**config.mk**
```make
export PLATFORM = sky130hd
export DESIGN_NAME = elevator_disk_request_scheduler
export DESIGN_NICKNAME = d
export VERILOG_FILES = /design/src/sv/eds_pkg.sv /design/src/sv/eds_cell.sv /design/src/sv/eds_chain.sv /design/src/sv/eds_seq.sv /design/src/sv/elevator_disk_request_scheduler.sv
export SDC_FILE = /design/constraint.sdc
export NUM_CORES = 1
export LEC_CHECK = 0
export BUFFER_PORTS_ARGS = -buffer_cell sky130_fd_sc_hd__buf_4
export CAP_MARGIN = 40
export CORE_ASPECT_RATIO = 1.75
export CORE_UTILIZATION = 55
export CTS_BUF_LIST = sky130_fd_sc_hd__clkbuf_16
export CTS_CLUSTER_SIZE = 8
export DETAILED_ROUTE_END_ITERATION = 10
export PLACE_DENSITY = 0.77
export RECOVER_POWER = 100
export SYNTH_ARGS = -nofsm -noshare
export SYNTH_HDL_FRONTEND = slang
export SYNTH_SLANG_ARGS = --single-unit
```
**constraint.sdc**
```tcl
create_clock -name clk -period 5.3 [get_ports clk]
set_clock_uncertainty 0.1 [all_clocks]
set_input_delay 1.06 -clock clk [delete_from_list [all_inputs] [get_ports clk]]
set_output_delay 1.06 -clock clk [all_outputs]
set_load 0.01 [all_outputs]
```
**src/sv/eds_pkg.sv**
```systemverilog
// Shared types and constants of the elevator disk request scheduler.
`default_nettype none

package eds_pkg;

    // Default depth of the request chain
    localparam int MAX_REQUESTS = 16;

    // Field widths
    localparam int CYL_W  = 16;
    localparam int MOVE_W = 24;
    localparam int MODE_W = 2;
    localparam int CFG_W  = 16;
    localparam int IDX_W  = 2;

    // Register reset values
    localparam logic [CYL_W-1:0]  TOP_RESET    = 16'd499;
    localparam logic [CYL_W-1:0]  BOTTOM_RESET = 16'd0;
    localparam logic [MODE_W-1:0] MODE_RESET   = 2'd0;

    // Sweep modes; the unused code sweeps as LOOK
    localparam logic [MODE_W-1:0] MODE_SCAN  = 2'd0;
    localparam logic [MODE_W-1:0] MODE_CSCAN = 2'd1;
    localparam logic [MODE_W-1:0] MODE_LOOK  = 2'd2;

    // Configuration register indexes
    localparam logic [IDX_W-1:0] CFG_SWEEP_MODE      = 2'd0;
    localparam logic [IDX_W-1:0] CFG_TOP_CYLINDER    = 2'd1;
    localparam logic [IDX_W-1:0] CFG_BOTTOM_CYLINDER = 2'd2;

    // One stored request; the down bit sorts the lower requests behind the upper ones
    typedef struct packed {
        logic             down;
        logic [CYL_W-1:0] cyl;
    } entry_t;

    // Chain operations
    typedef enum logic [1:0] {
        OP_NONE,
        OP_INSERT,
        OP_POP_FRONT,
        OP_POP_BACK
    } op_t;

    // Command broadcast to every cell
    typedef struct packed {
        op_t    op;
        entry_t entry;
    } chain_cmd_t;

    // Chain status seen by the sequencer
    typedef struct packed {
        entry_t front;
        entry_t back;
        logic   front_valid;
        logic   second_valid;
        logic   full;
    } chain_stat_t;

    // Sequencer states
    typedef enum logic [2:0] {
        ST_LOAD,
        ST_UP,
        ST_TOP,
        ST_BOTTOM,
        ST_DOWN
    } state_t;

endpackage

`default_nettype wire

```
**src/sv/eds_cell.sv**
```systemverilog
// One cell of the sorted request chain.
`default_nettype none

module eds_cell
(
    input  wire logic                 clk,
    input  wire logic                 rst_n,
    input  wire eds_pkg::chain_cmd_t  cmd,
    input  wire eds_pkg::entry_t      left_entry,
    input  wire logic                 left_valid,
    input  wire logic                 left_greater,
    input  wire eds_pkg::entry_t      right_entry,
    input  wire logic                 right_valid,
    output eds_pkg::entry_t           entry,
    output logic                      valid,
    output logic                      greater
);

    eds_pkg::entry_t entry_reg;
    eds_pkg::entry_t entry_next;
    logic            valid_reg;
    logic            valid_next;

    // An empty cell ranks above any new word
    assign greater = !valid_reg || (entry_reg > cmd.entry);
    assign entry   = entry_reg;
    assign valid   = valid_reg;

    // Insert, shift toward the front, or drop the tail
    always_comb
    begin
        entry_next = entry_reg;
        valid_next = valid_reg;
        case (cmd.op)
            eds_pkg::OP_INSERT:
            begin
                if (greater)
                begin
                    if (left_greater)
                    begin
                        entry_next = left_entry;
                        valid_next = left_valid;
                    end
                    else
                    begin
                        entry_next = cmd.entry;
                        valid_next = 1'b1;
                    end
                end
            end
            eds_pkg::OP_POP_FRONT:
            begin
                entry_next = right_entry;
                valid_next = right_valid;
            end
            eds_pkg::OP_POP_BACK:
            begin
                valid_next = valid_reg && right_valid;
            end
            default:
            begin
                entry_next = entry_reg;
            end
        endcase
    end

    // Occupancy
    always_ff @(posedge clk or negedge rst_n)
    begin
        if (!rst_n)
        begin
            valid_reg <= 1'b0;
        end
        else
        begin
            valid_reg <= valid_next;
        end
    end

    // Payload
    always_ff @(posedge clk)
    begin
        entry_reg <= entry_next;
    end

endmodule

`default_nettype wire

```
**src/sv/eds_chain.sv**
```systemverilog
// Row of cells that keeps the pending requests sorted.
`default_nettype none

module eds_chain
#(
    parameter int MAX_REQUESTS = eds_pkg::MAX_REQUESTS
)
(
    input  wire logic                 clk,
    input  wire logic                 rst_n,
    input  wire eds_pkg::chain_cmd_t  cmd,
    output eds_pkg::chain_stat_t      stat
);

    eds_pkg::entry_t entry_w   [MAX_REQUESTS];
    logic            valid_w   [MAX_REQUESTS];
    logic            greater_w [MAX_REQUESTS];
    logic            tail_w    [MAX_REQUESTS];
    eds_pkg::entry_t back;

    genvar i;
    generate
        for (i = 0; i < MAX_REQUESTS; i++)
        begin : g_cell
            eds_pkg::entry_t left_entry;
            logic            left_valid;
            logic            left_greater;
            eds_pkg::entry_t right_entry;
            logic            right_valid;

            // Tie off the ends of the row
            if (i == 0)
            begin : g_head
                assign left_entry   = '0;
                assign left_valid   = 1'b0;
                assign left_greater = 1'b0;
            end
            else
            begin : g_mid_left
                assign left_entry   = entry_w[i-1];
                assign left_valid   = valid_w[i-1];
                assign left_greater = greater_w[i-1];
            end

            if (i == MAX_REQUESTS - 1)
            begin : g_tail
                assign right_entry = '0;
                assign right_valid = 1'b0;
            end
            else
            begin : g_mid_right
                assign right_entry = entry_w[i+1];
                assign right_valid = valid_w[i+1];
            end

            // Mark the last occupied cell
            assign tail_w[i] = valid_w[i] && !right_valid;

            eds_cell u_cell
            (
                .clk          (clk),
                .rst_n        (rst_n),
                .cmd          (cmd),
                .left_entry   (left_entry),
                .left_valid   (left_valid),
                .left_greater (left_greater),
                .right_entry  (right_entry),
                .right_valid  (right_valid),
                .entry        (entry_w[i]),
                .valid        (valid_w[i]),
                .greater      (greater_w[i])
            );
        end

        if (MAX_REQUESTS > 1)
        begin : g_second
            assign stat.second_valid = valid_w[1];
        end
        else
        begin : g_single
            assign stat.second_valid = 1'b0;
        end
    endgenerate

    // Select the tail word
    always_comb
    begin
        back = '0;
        for (int k = 0; k < MAX_REQUESTS; k++)
        begin
            back = back | (tail_w[k] ? entry_w[k] : '0);
        end
    end

    assign stat.front       = entry_w[0];
    assign stat.front_valid = valid_w[0];
    assign stat.back        = back;
    assign stat.full        = valid_w[MAX_REQUESTS-1];

endmodule

`default_nettype wire

```
**src/sv/eds_seq.sv**
```systemverilog
// Sequencer: loads a batch, walks the chain in sweep order, tracks head movement.
`default_nettype none

module eds_seq
(
    input  wire logic                            clk,
    input  wire logic                            rst_n,
    input  wire logic                            in_valid,
    output logic                                 in_stall,
    input  wire logic [eds_pkg::CYL_W-1:0]       head_position,
    input  wire logic [eds_pkg::CYL_W-1:0]       request_cylinder,
    input  wire logic                            last_request,
    output logic                                 out_valid,
    input  wire logic                            out_stall,
    output logic [eds_pkg::CYL_W-1:0]            visit_cylinder,
    output logic [eds_pkg::MOVE_W-1:0]           total_movement,
    output logic                                 is_endpoint,
    output logic                                 last_visit,
    input  wire logic [eds_pkg::MODE_W-1:0]      sweep_mode,
    input  wire logic [eds_pkg::CYL_W-1:0]       top_cylinder,
    input  wire logic [eds_pkg::CYL_W-1:0]       bottom_cylinder,
    input  wire eds_pkg::chain_stat_t            stat,
    output eds_pkg::chain_cmd_t                  cmd
);

    eds_pkg::state_t              state_reg;
    eds_pkg::state_t              state_next;
    logic [eds_pkg::CYL_W-1:0]    start_head_reg;
    logic [eds_pkg::CYL_W-1:0]    head_now_reg;
    logic [eds_pkg::CYL_W-1:0]    head_now_next;
    logic [eds_pkg::MOVE_W-1:0]   sum_reg;
    logic [eds_pkg::MOVE_W-1:0]   sum_next;
    logic                         out_valid_reg;
    logic [eds_pkg::CYL_W-1:0]    out_cyl_reg;
    logic [eds_pkg::MOVE_W-1:0]   out_sum_reg;
    logic                         out_end_reg;
    logic                         out_last_reg;

    logic                         accept;
    logic                         close;
    logic                         emit_ok;
    logic                         front_up;
    logic                         mode_scan;
    logic                         mode_cscan;
    logic                         mode_look;
    logic [eds_pkg::CYL_W-1:0]    head_eff;
    logic                         emit;
    logic [eds_pkg::CYL_W-1:0]    vis_cyl;
    logic                         vis_end;
    logic                         vis_last;
    logic [eds_pkg::CYL_W-1:0]    seek_len;
    logic [eds_pkg::MOVE_W:0]     sum_wide;

    // Handshake and mode decode
    assign in_stall   = (state_reg != eds_pkg::ST_LOAD);
    assign accept     = in_valid && !in_stall;
    assign close      = accept && last_request;
    assign emit_ok    = !out_valid_reg || !out_stall;
    assign front_up   = stat.front_valid && !stat.front.down;
    assign mode_scan  = (sweep_mode == eds_pkg::MODE_SCAN);
    assign mode_cscan = (sweep_mode == eds_pkg::MODE_CSCAN);
    assign mode_look  = !mode_scan && !mode_cscan;

    // The first word of a batch supplies the start head
    assign head_eff = stat.front_valid ? start_head_reg : head_position;

    // Next state
    always_comb
    begin
        state_next = state_reg;
        case (state_reg)
            eds_pkg::ST_LOAD:
            begin
                if (close)
                begin
                    state_next = eds_pkg::ST_UP;
                end
            end
            eds_pkg::ST_UP:
            begin
                if (front_up)
                begin
                    if (emit_ok && !stat.second_valid && mode_look)
                    begin
                        state_next = eds_pkg::ST_LOAD;
                    end
                end
                else
                begin
                    state_next = mode_look ? eds_pkg::ST_DOWN : eds_pkg::ST_TOP;
                end
            end
            eds_pkg::ST_TOP:
            begin
                if (emit_ok)
                begin
                    if (mode_cscan)
                    begin
                        state_next = eds_pkg::ST_BOTTOM;
                    end
                    else if (!stat.front_valid)
                    begin
                        state_next = eds_pkg::ST_LOAD;
                    end
                    else
                    begin
                        state_next = eds_pkg::ST_DOWN;
                    end
                end
            end
            eds_pkg::ST_BOTTOM:
            begin
                if (emit_ok)
                begin
                    state_next = stat.front_valid ? eds_pkg::ST_DOWN : eds_pkg::ST_LOAD;
                end
            end
            eds_pkg::ST_DOWN:
            begin
                if (!stat.front_valid)
                begin
                    state_next = eds_pkg::ST_LOAD;
                end
                else if (emit_ok && !stat.second_valid)
                begin
                    state_next = eds_pkg::ST_LOAD;
                end
            end
            default:
            begin
                state_next = eds_pkg::ST_LOAD;
            end
        endcase
    end

    // Chain command and visit selection
    always_comb
    begin
        cmd.op    = eds_pkg::OP_NONE;
        cmd.entry = '{down: (request_cylinder < head_eff), cyl: request_cylinder};
        emit      = 1'b0;
        vis_cyl   = stat.front.cyl;
        vis_end   = 1'b0;
        vis_last  = 1'b0;
        case (state_reg)
            eds_pkg::ST_LOAD:
            begin
                if (accept && !stat.full)
                begin
                    cmd.op = eds_pkg::OP_INSERT;
                end
            end
            eds_pkg::ST_UP:
            begin
                if (front_up && emit_ok)
                begin
                    cmd.op   = eds_pkg::OP_POP_FRONT;
                    emit     = 1'b1;
                    vis_last = !stat.second_valid && mode_look;
                end
            end
            eds_pkg::ST_TOP:
            begin
                if (emit_ok)
                begin
                    emit     = 1'b1;
                    vis_cyl  = top_cylinder;
                    vis_end  = 1'b1;
                    vis_last = mode_scan && !stat.front_valid;
                end
            end
            eds_pkg::ST_BOTTOM:
            begin
                if (emit_ok)
                begin
                    emit     = 1'b1;
                    vis_cyl  = bottom_cylinder;
                    vis_end  = 1'b1;
                    vis_last = !stat.front_valid;
                end
            end
            eds_pkg::ST_DOWN:
            begin
                if (stat.front_valid && emit_ok)
                begin
                    emit     = 1'b1;
                    vis_last = !stat.second_valid;
                    if (mode_cscan)
                    begin
                        cmd.op = eds_pkg::OP_POP_FRONT;
                    end
                    else
                    begin
                        cmd.op  = eds_pkg::OP_POP_BACK;
                        vis_cyl = stat.back.cyl;
                    end
                end
            end
            default:
            begin
                emit = 1'b0;
            end
        endcase
    end

    // Head movement, saturated at the field maximum
    always_comb
    begin
        seek_len      = (vis_cyl >= head_now_reg) ? (vis_cyl - head_now_reg)
                                                  : (head_now_reg - vis_cyl);
        sum_wide      = {1'b0, sum_reg} + (eds_pkg::MOVE_W+1)'(seek_len);
        head_now_next = head_now_reg;
        sum_next      = sum_reg;
        if (close)
        begin
            head_now_next = head_eff;
            sum_next      = '0;
        end
        else if (emit)
        begin
            head_now_next = vis_cyl;
            sum_next      = sum_wide[eds_pkg::MOVE_W] ? '1 : sum_wide[eds_pkg::MOVE_W-1:0];
        end
    end

    // Control registers
    always_ff @(posedge clk or negedge rst_n)
    begin
        if (!rst_n)
        begin
            state_reg     <= eds_pkg::ST_LOAD;
            out_valid_reg <= 1'b0;
        end
        else
        begin
            state_reg     <= state_next;
            out_valid_reg <= emit || (out_valid_reg && out_stall);
        end
    end

    // Datapath registers
    always_ff @(posedge clk)
    begin
        head_now_reg <= head_now_next;
        sum_reg      <= sum_next;
        if (accept && !stat.front_valid)
        begin
            start_head_reg <= head_position;
        end
        if (emit)
        begin
            out_cyl_reg  <= vis_cyl;
            out_sum_reg  <= sum_next;
            out_end_reg  <= vis_end;
            out_last_reg <= vis_last;
        end
    end

    assign out_valid      = out_valid_reg;
    assign visit_cylinder = out_cyl_reg;
    assign total_movement = out_sum_reg;
    assign is_endpoint    = out_end_reg;
    assign last_visit     = out_last_reg;

`ifndef SYNTHESIS
    // The final visit leaves the chain empty and returns to loading
    a_last_drains: assert property (@(posedge clk) disable iff (!rst_n)
        (emit && vis_last) |=> (state_reg == eds_pkg::ST_LOAD && !stat.front_valid))
        else $error("chain not drained after final visit");

    // Only lower requests remain once the upward sweep is over
    a_down_only: assert property (@(posedge clk) disable iff (!rst_n)
        (state_reg == eds_pkg::ST_DOWN && stat.front_valid) |-> stat.front.down)
        else $error("upper request left in down sweep");

    // Movement never shrinks within a batch
    a_sum_grows: assert property (@(posedge clk) disable iff (!rst_n)
        (state_reg != eds_pkg::ST_LOAD && $past(state_reg) != eds_pkg::ST_LOAD)
            |-> (sum_reg >= $past(sum_reg)))
        else $error("movement sum decreased");
`endif

endmodule

`default_nettype wire

```
**src/sv/elevator_disk_request_scheduler.sv**
```systemverilog
// Top level of the elevator disk request scheduler with its configuration registers.
//
// Usage: the input channel takes one request word per cycle while loading
// (head_position, request_cylinder, last_request). head_position counts only
// on the first word of a batch; a word with last_request high closes the batch.
// Requests beyond the chain depth are dropped. Each word is inserted in sorted
// place by a row of MAX_REQUESTS cells. After the closing word, in_stall stays
// high while the visits go out on the output channel, one word per cycle while
// out_stall is low, each through the output register once the state register
// has left loading. Leaving the upward sweep for the turnaround or the downward
// sweep passes through ST_UP with no visit. A single output register holds a
// visit while out_stall is high and the sequence waits behind it.
// Configuration is written through cfg_write / cfg_index / cfg_data while the
// block is idle; the user must keep to this, as the block has no check for it.
// Reset empties the chain, clears the output valid and loads sweep mode SCAN,
// top cylinder 499 and bottom cylinder 0.
`default_nettype none

module elevator_disk_request_scheduler
#(
    parameter int MAX_REQUESTS = eds_pkg::MAX_REQUESTS
)
(
    input  wire logic                         clk,
    input  wire logic                         rst_n,
    input  wire logic                         in_valid,
    output logic                              in_stall,
    input  wire logic [eds_pkg::CYL_W-1:0]    head_position,
    input  wire logic [eds_pkg::CYL_W-1:0]    request_cylinder,
    input  wire logic                         last_request,
    output logic                              out_valid,
    input  wire logic                         out_stall,
    output logic [eds_pkg::CYL_W-1:0]         visit_cylinder,
    output logic [eds_pkg::MOVE_W-1:0]        total_movement,
    output logic                              is_endpoint,
    output logic                              last_visit,
    input  wire logic                         cfg_write,
    input  wire logic [eds_pkg::IDX_W-1:0]    cfg_index,
    input  wire logic [eds_pkg::CFG_W-1:0]    cfg_data
);

    logic [eds_pkg::MODE_W-1:0] sweep_mode_reg;
    logic [eds_pkg::CYL_W-1:0]  top_cyl_reg;
    logic [eds_pkg::CYL_W-1:0]  bottom_cyl_reg;
    eds_pkg::chain_cmd_t        cmd;
    eds_pkg::chain_stat_t       stat;

    // Configuration registers
    always_ff @(posedge clk or negedge rst_n)
    begin
        if (!rst_n)
        begin
            sweep_mode_reg <= eds_pkg::MODE_RESET;
            top_cyl_reg    <= eds_pkg::TOP_RESET;
            bottom_cyl_reg <= eds_pkg::BOTTOM_RESET;
        end
        else if (cfg_write)
        begin
            case (cfg_index)
                eds_pkg::CFG_SWEEP_MODE:
                begin
                    sweep_mode_reg <= cfg_data[eds_pkg::MODE_W-1:0];
                end
                eds_pkg::CFG_TOP_CYLINDER:
                begin
                    top_cyl_reg <= cfg_data[eds_pkg::CYL_W-1:0];
                end
                eds_pkg::CFG_BOTTOM_CYLINDER:
                begin
                    bottom_cyl_reg <= cfg_data[eds_pkg::CYL_W-1:0];
                end
                default:
                begin
                    sweep_mode_reg <= sweep_mode_reg;
                end
            endcase
        end
    end

    eds_chain
    #(
        .MAX_REQUESTS (MAX_REQUESTS)
    )
    u_chain
    (
        .clk   (clk),
        .rst_n (rst_n),
        .cmd   (cmd),
        .stat  (stat)
    );

    eds_seq u_seq
    (
        .clk              (clk),
        .rst_n            (rst_n),
        .in_valid         (in_valid),
        .in_stall         (in_stall),
        .head_position    (head_position),
        .request_cylinder (request_cylinder),
        .last_request     (last_request),
        .out_valid        (out_valid),
        .out_stall        (out_stall),
        .visit_cylinder   (visit_cylinder),
        .total_movement   (total_movement),
        .is_endpoint      (is_endpoint),
        .last_visit       (last_visit),
        .sweep_mode       (sweep_mode_reg),
        .top_cylinder     (top_cyl_reg),
        .bottom_cylinder  (bottom_cyl_reg),
        .stat             (stat),
        .cmd              (cmd)
    );

endmodule

`default_nettype wire
```
==> results.ini, run 1 <==
[die]
die_x_um = 181.8
die-height_um = 316.6
initial_utilization = 0.5558
floorplan.rows = 115
boundaryPins = 100

[synthesis]
count_of_flip_flops_with_a_built_in_enable_after_synthesis = 346
synth_area_per_cell_um2 = 10.14
synth-seq-cells = 424
mappedNetlistNets = 3465
postSynth.topFlopCell = sky130_fd_sc_hd__edfxtp_1
fraction_of_registers_with_async_set_or_reset_after_synthesis = 0.1274
cell_area_after_synthesis_mm2 = 0.03111
synthDistinctLibCells = 93
yosys_warnings = 0
yosysSeqAreaShare = 0.3932
syn-instance-count = 3068

[global_route]
grt-ovfl-total = 14
grt.total_usage = 0.6191
grt_start_max_net_pins = 86

[status]
stage_where_the_run_ended = global routing
run_status = aborted with a tool error
error_msg = [ERROR GRT-0232] Routing congestion too high. Check the congestion heatmap in the GUI.

[clock_network]
largest_buffer_count_on_any_clock_path = 3
numCtsBuffers = 59
post_cts_hold_buffer_count = 0
master_cell_of_the_clock_root_buffer = sky130_fd_sc_hd__clkbuf_16
cts_htree_levels = 2
clock_sinks = 424

[placed_design]
place_congestion = 1.095
buffer_ports.inserted = 99
hpwl_um = 114100
place_area_mm2 = 0.03787
placed_cells = 4387

[sta]
worstEpCategory = sequential cell input
worst_endpoint = u_seq.total_movement[20]$_DFFE_PP_/D

-- stage by stage --
stage	setup WS (ps)	hold WS (ps)
after CTS	-389.2	397.4
after detailed placement	-925.0	392.3
after global placement	-880.5	382.0
after floorplan	-335.0	363.2
-- cell usage after synthesis, types with 45 or more instances --
cell type | n | area share
sky130_fd_sc_hd__clkbuf_1 | 91 | 0.011
sky130_fd_sc_hd__ha_1 | 338 | 0.14
sky130_fd_sc_hd__o221ai_1 | 55 | 0.015
sky130_fd_sc_hd__inv_1 | 166 | 0.020
sky130_fd_sc_hd__nand3_1 | 94 | 0.015
sky130_fd_sc_hd__dfrtp_1 | 47 | 0.038
sky130_fd_sc_hd__o21ai_0 | 151 | 0.024
sky130_fd_sc_hd__o21ai_1 | 45 | 0.0072
sky130_fd_sc_hd__nand4_1 | 69 | 0.014
sky130_fd_sc_hd__edfxtp_1 | 346 | 0.33
sky130_fd_sc_hd__nand2_1 | 278 | 0.034
sky130_fd_sc_hd__a21oi_1 | 171 | 0.028
sky130_fd_sc_hd__nor2_1 | 188 | 0.023
sky130_fd_sc_hd__nor2b_1 | 50 | 0.010
sky130_fd_sc_hd__a21o_1 | 80 | 0.019
sky130_fd_sc_hd__mux2i_1 | 154 | 0.050
sky130_fd_sc_hd__a221oi_1 | 112 | 0.032
-- cell families after synthesis --
family,count (synthesis),share of synthesized area
AND/OR/NAND/NOR,812,0.1280
multiplexers,190,0.06271
flip-flops,424,0.3932
XOR/XNOR,26,0.007320
buffers and inverters,368,0.05498
AO/OA/AOI/OAI,907,0.2160
adder cells (fa/ha/maj),341,0.1379
-- metal layers --
layer / global-route usage / GRT overflow
met5: 0.04583 / 0
met4: 0.6460 / 4
met3: 0.3338 / 0
met2: 0.8823 / 10
met1: 0.6206 / 0
-- repair_timing --
item,CTS
setup buffers,88
cloned,2
setup endpoints to repair,330
pin swaps,79
endpoints found under the hold margin,0
resized for setup,194
==> inputs of run 2 (changes only) <==
- CORE_ASPECT_RATIO: 1.75 -> not set
- CORE_UTILIZATION: 55 -> 40
- CTS_BUF_LIST: sky130_fd_sc_hd__clkbuf_16 -> not set
- CTS_CLUSTER_SIZE: 8 -> not set
- PLACE_DENSITY: 0.77 -> not set
- PLACE_DENSITY_LB_ADDON: not set -> 0.15
- clock period: 5.3 -> 6.9 ns (I/O delays scaled with it)
==> run 2 against run 1 <==
Against the previous run:
- the flow now finishes, with violations (capacitance limit, slew limit)
- synthesized cell count stayed put
- synthesized area unchanged
==> results.ini, run 2 <==
[sta]
timing.fmax_mhz = 148.5
final_hold_viol_count = 0
layout_min_cycle_time_ps = 6734
slew_headroom = -1.258
finalCritPeriodShare = 0.9759
final-setup-viol-count = 0
slew_viol_final = 66
worst-slew-pin-transition_ps = 3388

[synthesis]
fraction_of_registers_with_async_set_or_reset_after_synthesis = 0.1274  ; unchanged
leading_cell_types_by_total_area_after_synthesis = sky130_fd_sc_hd__edfxtp_1 33%, sky130_fd_sc_hd__ha_1 14%, sky130_fd_sc_hd__mux2i_1 5.0%, sky130_fd_sc_hd__dfrtp_1 3.8%, sky130_fd_sc_hd__nand2_1 3.4%
synth_area_per_cell_um2 = 10.14  ; unchanged
syn-instance-count = 3068  ; unchanged
postSynth.topFlopCell = sky130_fd_sc_hd__edfxtp_1
yosys_warnings = 0  ; unchanged
yosysSeqAreaShare = 0.3932  ; unchanged
synth.top_cell.area_share = 0.3340  ; unchanged
synth-seq-cells = 424  ; unchanged
count_of_flip_flops_with_a_built_in_enable_after_synthesis = 346  ; unchanged
cell_area_after_synthesis_mm2 = 0.03111  ; unchanged
mappedNetlistNets = 3465  ; unchanged
synth_common_cells = 346 x sky130_fd_sc_hd__edfxtp_1, 338 x sky130_fd_sc_hd__ha_1, 278 x sky130_fd_sc_hd__nand2_1
netlist.top_cell.by_area = sky130_fd_sc_hd__edfxtp_1
most_used_standard_cell_by_instance_count_after_synthesis = sky130_fd_sc_hd__edfxtp_1
synthDistinctLibCells = 93  ; unchanged

[critical_path]
critical_path.startpoint = u_chain.g_cell[11].u_cell.valid
crit-reg2reg-launch = u_chain.g_cell[11].u_cell.valid
worst-path-max-fanout = 25
reg2reg_depth = 23
setup.worst_path.class = register to register
setup_crit_end_kind = register
timing.critical_path.arrival_ps = 6970
timing.critical_path.required_ps = 7140
r2r_setup_slack_ps = 170
startpoint_type = register
timing.rr.end = u_seq.total_movement[10]

[die]
boundaryPins = 100  ; unchanged
die-area_mm2 = 0.07889
floorplan.rows = 101  ; -12%
die-height_um = 280.9  ; -11%
core_mm2 = 0.07645
initial_utilization = 0.4069  ; -0.1489
die_x_um = 280.9  ; +55%

[global_route]
grt.total_usage = 0.3332
grt_start_max_net_pins = 111
wire_length_of_the_first_global_routing_pass_um = 191200
grt-ovfl-total = 0
antenna_found_initial = 5
vias_in_the_first_global_route = 26730

[hold_path]
min_from = top_cyl_reg[13]
hold_class = register to register
worstHoldPathCells = 1
hold_path_end = top_cyl_reg[13]

[placed_design]
buffer_ports.inserted = 99  ; unchanged
place_area_mm2 = 0.03348  ; -12%
hpwl_um = 102400  ; -10%
place_congestion = 1.014  ; -7.4%

[routing]
routed_wl_um = 133200
drt.antenna.violating_nets = 0
via_count = 27700
first_pass_iters = 6
drt-initial-drc-count = 3683
route.detailed.vias_per_inst = 6.544
drc = 0
post_drt_wl_per_cell_um = 31.47

[finish]
final_area_mm2 = 0.03486
nets = 3564
final_cell_mix = 346 x sky130_fd_sc_hd__edfxtp_1, 337 x sky130_fd_sc_hd__ha_1, 278 x sky130_fd_sc_hd__nand2_1
synthToLayoutAreaGrowth_pct = 12.05
mostFrequentLayoutCell = sky130_fd_sc_hd__edfxtp_1
largest_register_ffs = 272
antenna_cells = 0
layout-drive-gt1-share = 0.1277
fillerInstances = 7220

[clock_network]
post_cts_hold_buffer_count = 0  ; unchanged
worst_path_clk_slew_ps = 60
largest_buffer_count_on_any_clock_path = 3  ; unchanged
master_cell_of_the_clock_root_buffer = sky130_fd_sc_hd__clkbuf_16
cts_htree_levels = 2  ; unchanged
numCtsBuffers = 52  ; -12%
cts_tree = built
clock_sinks = 424  ; unchanged
clock_latency_ps = 620

[status]
run_status = complete, but fails checks
violations = capacitance limit, slew limit

[job]
max_cap_viol_count = 2

==> run 2: cell counts after synthesis <==
No cell type changed its count.
==> run 2: logic make-up after synthesis <==
| kind of cell | Yosys count | synth area share |
|---|---|---|
| fa+ha+maj | 341 | 0.1379 |
| compound gates | 907 | 0.2160 |
| buf+inv | 368 | 0.05498 |
| flops | 424 | 0.3932 |
| mux | 190 | 0.06271 |
| xor+xnor | 26 | 0.007320 |
| simple gates | 812 | 0.1280 |
==> run 2: worst max-delay path by stage <==
stage                               endpoint  slack (ps)  cells after the start
finish              u_seq.total_movement[10]         170                     23
detailed placement  u_seq.total_movement[23]        -180                     25
global placement    u_seq.total_movement[13]        -220                     25
CTS                 u_seq.total_movement[23]         100                     23
global route        u_seq.total_movement[23]         -30                     25
floorplan           u_seq.total_movement[14]         640                     25
==> run 2: layer usage <==
layer  share of wire  vias up  global-route usage
met5         0.00028        -                   0
met4           0.039        6              0.1184
met3           0.091      275             0.05179
met2            0.43     1577              0.4973
met1            0.44    13840              0.4839
li1                -    12000                   -
==> run 2: area by class of cell <==
class / count / area (um^2) / area share
multi-input combinational: 2276 / 17230 / 0.4943
tap: 1030 / 1289 / 0.03697
inverter: 169 / 639.4 / 0.01834
timing repair buffer: 244 / 1866 / 0.05352
clock buffer: 73 / 1515 / 0.04347
sequential: 424 / 12230 / 0.3509
clock inverter: 17 / 87.58 / 0.002513
==> run 2: through the flow <==
stage / worst slack [ps] / util / TNS (ps) / cells / hold WS, ps
3_3_place_gp: -224.2 / 0.4342 / -3561 / 4126 / 385.3
3_5_place_dp: -182.0 / 0.4379 / -329.9 / 4141 / 391.7
6_report: 166.2 / 0.4559 / 0 / 4233 / 404.6
2_1_floorplan: 644.5 / - / 0 / 3068 / 363.7
4_1_cts: 100.8 / 0.4589 / 0 / 4231 / 405.3
5_1_grt: -26.10 / 0.4559 / -31.72 / 4233 / 413.1
==> run 2: critical path, cell delays in order, from the launching register on <==
cell and delay (ps):
sky130_fd_sc_hd__dfrtp_1 490, sky130_fd_sc_hd__nor2b_1 190, sky130_fd_sc_hd__buf_4 280, sky130_fd_sc_hd__a22o_1 220, sky130_fd_sc_hd__a221oi_1 620, sky130_fd_sc_hd__nand4_1 530
sky130_fd_sc_hd__a221o_1 510, sky130_fd_sc_hd__ha_1 400, sky130_fd_sc_hd__o21ai_0 110, sky130_fd_sc_hd__a21oi_1 230, sky130_fd_sc_hd__o211ai_1 150, sky130_fd_sc_hd__nand4_2 160
sky130_fd_sc_hd__buf_12 170, sky130_fd_sc_hd__nor2_1 50, sky130_fd_sc_hd__a21oi_1 160, sky130_fd_sc_hd__xnor2_1 190, sky130_fd_sc_hd__ha_1 320, sky130_fd_sc_hd__nor2b_1 170
sky130_fd_sc_hd__o31a_1 330, sky130_fd_sc_hd__o311ai_2 360, sky130_fd_sc_hd__nand2_1 170, sky130_fd_sc_hd__and2_1 230, sky130_fd_sc_hd__nor2_4 180, sky130_fd_sc_hd__a21oi_1 130
==> run 2: what timing repair did <==
| action | in CTS | in global routing |
|---|---|---|
| endpoints found under the hold margin | 0 | 0 |
| buffers inserted | 0 | 0 |
| endpoints found under the setup margin | 0 | 22 |
| gates resized for setup | 0 | 8 |
Power of run 2 is not shown: default switching activity piles up to over one toggle a cycle in this logic, so the estimate is an artifact.
==> inputs of run 3 (changes only) <==
- MAX_ROUTING_LAYER: not set -> met4
==> run 3 against run 2 <==
Against the previous run:
- the flow still finishes with violations (capacitance limit, slew limit)
- die area unchanged
- design area down 0.62%
- sequential share of layout area increased by 0.23 points
- fmax increased by 0.60%
- non-clock buffer count increased by 23
- worst setup slack improved by 40 ps
- core utilization is 0.28 points lower
- final cell count is 0.87% higher
- clock-buffer cell count is 6 higher
- critical path depth is 1 higher
- routed wire length is 1.7% higher
- register-to-register slack better by 40 ps
==> results.ini, run 3 (same netlist as run 2, synthesis figures left out) <==
[sta]
final.hold.worst_slack_ps = 403.3  ; -1.348 ps
worst-slew-pin-transition_ps = 3436  ; +48.64 ps
final-setup-viol-count = 0  ; unchanged
finalCritPeriodShare = 0.9701  ; -0.005854
slew_headroom = -1.291  ; -0.03242
rsz_0062_raised_after_global_routing = no
slew_viol_final = 222  ; +240%
final_hold_viol_count = 0  ; unchanged
timing.fmax_mhz = 149.4  ; +0.60%
layout_min_cycle_time_ps = 6693  ; -40.40 ps

[finish]
instances_no_fill = 4270  ; +0.87%
layout-drive-gt1-share = 0.1088  ; -0.01888
fillerInstances = 7349  ; +1.8%
nets = 3588  ; +0.67%
multiInputGateArea_mm2 = 0.01692  ; -1.8%
final_area_mm2 = 0.03464  ; -0.62%
final_cell_mix = 346 x sky130_fd_sc_hd__edfxtp_1, 337 x sky130_fd_sc_hd__ha_1, 278 x sky130_fd_sc_hd__nand2_1
largest_register_ffs = 272  ; unchanged
ff_latch_area_mm2 = 0.01223  ; about the same
synthToLayoutAreaGrowth_pct = 11.35
final_util = 0.4531  ; -0.002831
mostFrequentLayoutCell = sky130_fd_sc_hd__edfxtp_1

[status]
run_status = complete, but fails checks
violations = capacitance limit, slew limit

[routing]
drt-initial-drc-count = 3690  ; +0.19%
drt.antenna.violating_nets = 0  ; unchanged
route.detailed.vias_per_inst = 6.512  ; -0.48%
first_pass_iters = 8  ; +2
post_drt_wl_per_cell_um = 31.73  ; +0.82%
drc = 0  ; unchanged
routed_wl_um = 135500  ; +1.7%
via_count = 27810  ; +0.39%

[clock_network]
worst_path_clk_slew_ps = 60  ; about the same
largest_buffer_count_on_any_clock_path = 3  ; unchanged
cts_htree_levels = 2  ; unchanged
clock_sinks = 424  ; unchanged
numCtsBuffers = 53  ; +1.9%
master_cell_of_the_clock_root_buffer = sky130_fd_sc_hd__clkbuf_16
cts_tree = built
post_cts_hold_buffer_count = 0  ; unchanged
clock_latency_ps = 640  ; +20 ps

[critical_path]
timing.critical_path.arrival_ps = 6780  ; -190 ps
timing.critical_path.required_ps = 6980  ; -160 ps
startpoint_type = register
critPathBufInv = 3  ; +1
cpPeakStageDelay_ps = 620  ; about the same
crit_family = compound AO/OA/AOI/OAI gates
worst_path_cell_chain = nor2b_2 -> buf_4 -> a222oi_1 -> nand3_1 -> nor3_2 -> a2bb2oi_1 -> a21oi_1 -> ha_1 -> nand4_1 -> a211oi_1 -> o21ai_1 -> nand4_2 -> buf_12 -> nor2_1 -> a21oi_1 -> xnor2_1 -> ha_1 -> nor2b_1 -> o31a_1 -> o311ai_2 -> nand2_1 -> nand2_1 -> buf_4 -> a31oi_1
setup.worst_path.class = register to register
setup_crit_end_kind = register
worst-path-max-fanout = 26  ; +4.0%
critPathSlowestCell = sky130_fd_sc_hd__dfrtp_1

[hold_path]
hold_class = register to register

[die]
boundaryPins = 100  ; unchanged
initial_utilization = 0.4069  ; unchanged
die-height_um = 280.9  ; unchanged
die-area_mm2 = 0.07889  ; unchanged
floorplan.rows = 101  ; unchanged
core_mm2 = 0.07645  ; unchanged
die_x_um = 280.9  ; unchanged

[placed_design]
place_congestion = 1.034  ; +1.9%
buffer_ports.inserted = 99  ; unchanged
hpwl_um = 103700  ; +1.3%
place_area_mm2 = 0.03364  ; +0.47%
placed_cells = 4160  ; +0.46%

[job]
max_cap_viol_count = 7  ; +5

[global_route]
wire_length_of_the_first_global_routing_pass_um = 192700  ; +0.80%
vias_in_the_first_global_route = 26530  ; -0.73%
grt_start_max_net_pins = 174  ; +57%
grt-ovfl-total = 0  ; unchanged
antenna_found_initial = 7  ; +2
grt.total_usage = 0.3481  ; +0.01492

==> run 3: cell types whose count changed in the layout (fill, tap and decap cells not counted), sizes merged <==
cell	change
inv	-4
bufinv	+2
clkbuf	+54
clkinv	+4
buf	-25
diode	+5
clkinvlp	+1
==> run 3: layout make-up <==
type / count / area share
tap: 1030 / 0.03720
multi-input combinational: 2276 / 0.4885
inverter: 169 / 0.01846
clock buffer: 79 / 0.04627
timing repair buffer: 267 / 0.05176
sequential: 424 / 0.3532
clock inverter: 20 / 0.004226
antenna: 5 / 0.0003612
==> run 3: worst paths after layout <==
check                                                    start                             end  slack, ps  cells past startpoint
worst max-delay path            u_chain.g_cell[6].u_cell.valid         u_seq.total_movement[3]        210                     24
worst min-delay path                         bottom_cyl_reg[9]               bottom_cyl_reg[9]        400                      1
worst max register to register  u_chain.g_cell[6].u_cell.valid         u_seq.total_movement[3]        210                     24
worst min register to register               bottom_cyl_reg[9]               bottom_cyl_reg[9]        400                      1
max in group asynchronous                                rst_n  u_chain.g_cell[0].u_cell.valid       2660                      1
min in group asynchronous                                rst_n                 u_seq.out_valid       1820                      1
==> run 3: metal layers <==
metal | vias to the layer above | track usage | share of wire
met5 | - | - | 0
met4 | 0 | 0.1171 | 0.041
met3 | 306 | 0.05379 | 0.090
met2 | 1614 | 0.4928 | 0.42
met1 | 13850 | 0.5015 | 0.45
li1 | 12040 | - | -
==> run 3: repair_timing <==
item                                    CTS  global route
resized for setup                         0             8
endpoints found under the setup margin    0            29
buffers inserted                          0             4
endpoints found under the hold margin     0             0
==> run 3: metrics by stage <==
step,setup slack (ps),setup TNS [ps]
after floorplan,644.5,0
after global placement,-224.6,-3512
after detailed placement,-128.8,-202.6
after CTS,290.9,0
after global routing,36.00,0
final,206.6,0
Power of run 3 is left out for the same reason.
